`src/rtl/ggpc_pkg.sv`:
```
package ggpc_pkg;

  // Internal field widths, sized for the largest grid the block supports.
  localparam int CW     = 10;  // coordinate
  localparam int AW_MAX = 20;  // pixel address
  localparam int KW     = 6;   // cluster index
  localparam int TW     = 7;   // cluster total
  localparam int DW     = 21;  // squared distance
  localparam int PW     = 20;  // pixel count
  localparam int SW     = 24;  // cluster count
  localparam int DIMW   = 11;  // grid dimension

  localparam logic [1:0] CFG_RADIUS = 2'd0;
  localparam logic [1:0] CFG_WIDTH  = 2'd1;
  localparam logic [1:0] CFG_HEIGHT = 2'd2;

  localparam logic OP_ADD = 1'b0;
  localparam logic OP_RUN = 1'b1;

  typedef struct packed {
    logic        operation;
    logic [6:0]  pixel_x;
    logic [6:0]  pixel_y;
    logic [15:0] marker_count;
  } in_item_t;

  typedef struct packed {
    logic        cluster_valid;
    logic [6:0]  cluster_x;
    logic [6:0]  cluster_y;
    logic [23:0] cluster_count;
    logic        last;
  } out_item_t;

  // One pixel moving down the cell chain.
  typedef struct packed {
    logic              valid;
    logic [CW-1:0]     x;
    logic [CW-1:0]     y;
    logic [AW_MAX-1:0] addr;
    logic [PW-1:0]     pix;
    logic [PW-1:0]     lft;
    logic              close;
    logic [DW-1:0]     bestd;
    logic [KW-1:0]     bestk;
  } query_t;

  // Broadcast controls shared by every cell.
  typedef struct packed {
    logic [TW-1:0] total;
    logic [DW-1:0] limit;
    logic          load_en;
    logic [KW-1:0] load_idx;
    logic [CW-1:0] load_x;
    logic [CW-1:0] load_y;
    logic [SW-1:0] load_cnt;
    logic          add_en;
    logic [KW-1:0] add_idx;
    logic [PW-1:0] add_val;
    logic          shift_en;
  } cell_ctl_t;

  typedef struct packed {
    logic [CW-1:0] x;
    logic [CW-1:0] y;
    logic [SW-1:0] cnt;
  } centre_t;

  function automatic logic [PW-1:0] sat_pix(input logic [PW-1:0] a, input logic [PW-1:0] b);
    logic [PW:0] s;
    s = {1'b0, a} + {1'b0, b};
    return s[PW] ? {PW{1'b1}} : s[PW-1:0];
  endfunction

  function automatic logic [SW-1:0] sat_cnt(input logic [SW-1:0] a, input logic [PW-1:0] b);
    logic [SW:0] s;
    s = {1'b0, a} + (SW+1)'(b);
    return s[SW] ? {SW{1'b1}} : s[SW-1:0];
  endfunction

endpackage

```
`src/rtl/ggpc_cell.sv`:
```
module ggpc_cell #(
  parameter int K = 0
) (
  input  logic               clk,
  input  logic               rst_n,
  input  ggpc_pkg::cell_ctl_t ctl,
  input  ggpc_pkg::query_t    q_in,
  output ggpc_pkg::query_t    q_out,
  input  ggpc_pkg::centre_t   nbr,
  output ggpc_pkg::centre_t   cur
);
  import ggpc_pkg::*;

  centre_t         c_r;
  query_t          q_r;
  query_t          q_nxt;
  logic            active;
  logic [CW-1:0]   dx;
  logic [CW-1:0]   dy;
  logic [2*CW-1:0] dx2;
  logic [2*CW-1:0] dy2;
  logic [DW-1:0]   d;
  logic            take;

  always_comb begin
    active = ctl.total > TW'(K);
    dx     = (q_in.x > c_r.x) ? q_in.x - c_r.x : c_r.x - q_in.x;
    dy     = (q_in.y > c_r.y) ? q_in.y - c_r.y : c_r.y - q_in.y;
    dx2    = dx * dx;
    dy2    = dy * dy;
    d      = DW'(dx2) + DW'(dy2);
    take   = active && ((K == 0) || (d < q_in.bestd));
    q_nxt       = q_in;
    q_nxt.close = q_in.close | (active && (d < ctl.limit));
    if (take) begin
      q_nxt.bestd = d;
      q_nxt.bestk = KW'(K);
    end
  end

  always_ff @(posedge clk) begin
    if (!rst_n) begin
      q_r.valid <= 1'b0;
    end else begin
      q_r <= q_nxt;
    end
  end

  // Cluster contents shift toward cell zero while results are sent.
  always_ff @(posedge clk) begin
    if (ctl.shift_en) begin
      c_r <= nbr;
    end else if (ctl.load_en && ctl.load_idx == KW'(K)) begin
      c_r.x   <= ctl.load_x;
      c_r.y   <= ctl.load_y;
      c_r.cnt <= ctl.load_cnt;
    end else if (ctl.add_en && ctl.add_idx == KW'(K)) begin
      c_r.cnt <= sat_cnt(c_r.cnt, ctl.add_val);
    end
  end

  assign q_out = q_r;
  assign cur   = c_r;

endmodule

```
`config.mk`:
```
export PLATFORM = sky130hd
export DESIGN_NAME = ggpc_cell
export DESIGN_NICKNAME = d
export VERILOG_FILES = /design/src/rtl/ggpc_pkg.sv /design/src/rtl/ggpc_cell.sv
export SDC_FILE = /design/constraint.sdc
export NUM_CORES = 1
export LEC_CHECK = 0
export ABC_AREA = 1
export BUFFER_PORTS_ARGS = -buffer_cell sky130_fd_sc_hd__buf_2
export CORE_AREA = 2 2 183 230
export DETAILED_ROUTE_END_ITERATION = 10
export DIE_AREA = 0 0 185 232
export SLEW_MARGIN = 20
export SYNTH_ARGS = -nofsm -noshare
export SYNTH_HDL_FRONTEND = slang
export SYNTH_SLANG_ARGS = --single-unit
```
`constraint.sdc`:
```
create_clock -name clk -period 7.85 [get_ports clk]
set_input_delay 0.785 -clock clk [delete_from_list [all_inputs] [get_ports clk]]
set_output_delay 0.785 -clock clk [all_outputs]
set_load 0.02 [all_outputs]
```
==> impl_metrics.env <==
export IMPL_status="completed"
export IMPL_synth_area_per_cell_sq_um=8.104
export IMPL_finalCritPeriodShare=0.9931
export IMPL_num_rows=83
export IMPL_antenna_found_initial=3
export IMPL_drt_wl_total_um=49370
export IMPL_clockRootBuffer="clkbuf_16"
export IMPL_via_count=15100
export IMPL_worst_path_max_fanout=8
export IMPL_finalClockSkew_ps=16.82
export IMPL_areaGrowthSynthToFinish_pct=38.16
export IMPL_multi_input_area_sq_um=10480
export IMPL_clock_path_buffers=2
export IMPL_ys_seq_area_frac=0.2848
export IMPL_clk_latency_ps=460
export IMPL_io_pins=415
export IMPL_dp_cells=3183
export IMPL_routed_wl_met2_um=26020
export IMPL_relSlewSlack=0.3021
export IMPL_drv_slew=0
export IMPL_start_util=0.3953
export IMPL_wl_met3_um=2702
export IMPL_drive_gt1_frac=0.3509
export IMPL_grt_ovfl_total=0
export IMPL_finalInstanceArea_sq_um=22240
export IMPL_netlist_area_sq_um=16090
export IMPL_cts_tree="built"
export IMPL_via_per_inst=4.651
export IMPL_core_area_sq_um=40710
export IMPL_maxUsedRoutingLayer="met5"
export IMPL_end_kind="flip-flop"
export IMPL_drt_iter0_drc=501
export IMPL_min_path_type="input port to flip-flop"
export IMPL_routabilityCongestion=0.9116
export IMPL_synthArstFlopShare=0
export IMPL_antenna_left=0
export IMPL_crit_type="input port to flip-flop"
export IMPL_worstPathRequired_ps=8070
export IMPL_synth_nets=2546
export IMPL_syn_inst=1986
export IMPL_hpwl_um=41680
export IMPL_chipHeight_um=232
export IMPL_max_clock_freq_mhz=128.3
export IMPL_drv_cap=0
export IMPL_wl_per_cell_um=15.21
export IMPL_dieArea_sq_um=42920
export IMPL_grt_usage=0.2301
export IMPL_crit_path_max_incr_delay_ps=600
export IMPL_grt_max_degree=70
export IMPL_crit_arrival_ps=8010
export IMPL_final_hold_viol_count=0
export IMPL_synth_cell_types=45
export IMPL_startpoint_type="input port"
export IMPL_tightestPinTransition_ps=1044
export IMPL_rsz0062_at_grt="yes"
export IMPL_htreeDepth=4
export IMPL_grt_first_pass_wirelength_um=76580
export IMPL_cts_buffers=17
export IMPL_critPathSlowestCell="fa_1"
export IMPL_drc_errors=0
export IMPL_finalSetupViolCount=0
export IMPL_cts_sinks=153
export IMPL_fill_cells=3893
export IMPL_io_buffers=414
export IMPL_yosys_register_bits=153
export IMPL_dr_pass1_iters=5
export IMPL_yosysWarnings=0
export IMPL_finalNonFillerCells=3246
export IMPL_synthFlopType="edfxtp_1"
export IMPL_dieWidth_um=185
export IMPL_finalCriticalPeriod_ps=7796
export IMPL_grt_pass1_vias=15660
export IMPL_place_area_sq_um=20700
export IMPL_path_clk_slew_ps=70
export IMPL_synth_edf_count=152
export IMPL_fin_nets=3240
export IMPL_drt_met1_wl_um=19360
export IMPL_seq_area_sq_um=4584
## metrics by stage
step	hold slack, ps	utilization	setup WS, ps	TNS (ps)
after floorplan	845.9	-	0.1048	0
after global placement	709.0	0.5086	-631.3	-631.3
after detailed placement	749.8	0.5086	-752.2	-902.3
after CTS	478.3	0.5284	4.571	0
after global routing	481.0	0.5462	-315.3	-315.3
final	500.8	0.5462	54.13	0
## registers in the layout, indices dropped and copies added, names as in the netlist
| name | flops |
|---|---|
| q_out | 109 |
| cur | 44 |
## Yosys cell counts, types with 10 or more instances
library cell | count | area share
o21ai_0 | 41 | 0.013
nand2_1 | 550 | 0.13
nor2_2 | 10 | 0.0039
and2_1 | 10 | 0.0039
nand2_2 | 16 | 0.0062
nand4_1 | 24 | 0.0093
xor2_1 | 30 | 0.016
nor2_1 | 158 | 0.037
o21bai_1 | 10 | 0.0047
nor3_1 | 11 | 0.0034
o21ai_1 | 10 | 0.0031
nand2_4 | 10 | 0.0070
ha_1 | 162 | 0.13
inv_1 | 410 | 0.096
nand3_1 | 92 | 0.029
a21oi_1 | 57 | 0.018
clkbuf_1 | 15 | 0.0035
edfxtp_1 | 152 | 0.28
fa_1 | 136 | 0.17
inv_2 | 15 | 0.0035
xnor2_1 | 14 | 0.0076
## layer usage
metal | GRT usage | up-vias
met5 | 0 | -
met4 | 0.06870 | 2
met3 | 0.04235 | 68
met2 | 0.4463 | 428
met1 | 0.2497 | 7054
li1 | - | 7544
## final cells by class
class | count | share of cell area
clock buffers | 17 | 0.01913
well taps | 552 | 0.03106
multi-input cells | 1378 | 0.4711
clock inverters | 15 | 0.006133
diodes | 1 | 0.0001125
repair buffers | 702 | 0.1933
inverters | 428 | 0.07292
flip-flops and latches | 153 | 0.2062
## final timing paths
kind | start | end | slack [ps] | depth (start not counted)
min | q_in[86] | q_out[86] | 500 | 1
min reg2reg | cur[0] | cur[0] | 760 | 3
max | q_in[98] | q_out[27] | 50 | 40
max reg2reg | cur[40] | q_out[27] | 70 | 37
## critical path, delay by kind of cell
family,cells,cell delay (ps)
buf+inv,10,680
compound gates,3,380
fa+ha+maj,11,4680
simple gates,16,1480
## kinds of logic (layout without fill, tap and decap cells)
kind of cell	count (synthesis)	after routing	synth area share
AO/OA/AOI/OAI	131	131	0.04509
adder cells (fa/ha/maj)	298	298	0.2951
other	0	1	0
buffers and inverters	455	1162	0.1095
XOR/XNOR	44	44	0.02394
AND/OR/NAND/NOR	905	905	0.2415
flip-flops	153	153	0.2848
## cells in the final DEF (no fill, tap or decap), types with 5 or more instances in the layout
master     netlist  layout
a21oi_1         57      44
a21oi_2          2      13
and2_1          10       9
buf_2            2     413
buf_4            6     277
buf_6            3      10
clkbuf_16        0      17
edfxtp_1       152     152
fa_1           136     128
fa_2             0       8
ha_1           162     137
ha_4             0      23
inv_1          410     393
inv_2           15      31
inv_6            1       6
nand2_1        550     527
nand2_2         16      32
nand2_4         10      16
nand3_1         92      84
nand3_2          3       9
nand4_1         24      24
nor2_1         158     129
nor2_2          10      30
nor2_4           7      16
nor3_1          11       8
nor3_2           2       5
o21ai_0         41      37
o21ai_1         10      10
o21ai_2          2       5
o21bai_1        10       9
xnor2_1         14      12
xor2_1          30      28
## what timing repair did
action | in CTS | in global routing
buffers inserted | 6 | 24
cloned | 0 | 0
pin swaps | 37 | 76
setup endpoints to repair | 1 | 1
hold buffers | 0 | 0
gates resized for setup | 43 | 121
Power is not shown: default switching activity piles up to over one toggle a cycle in this logic, so the estimate is an artifact.
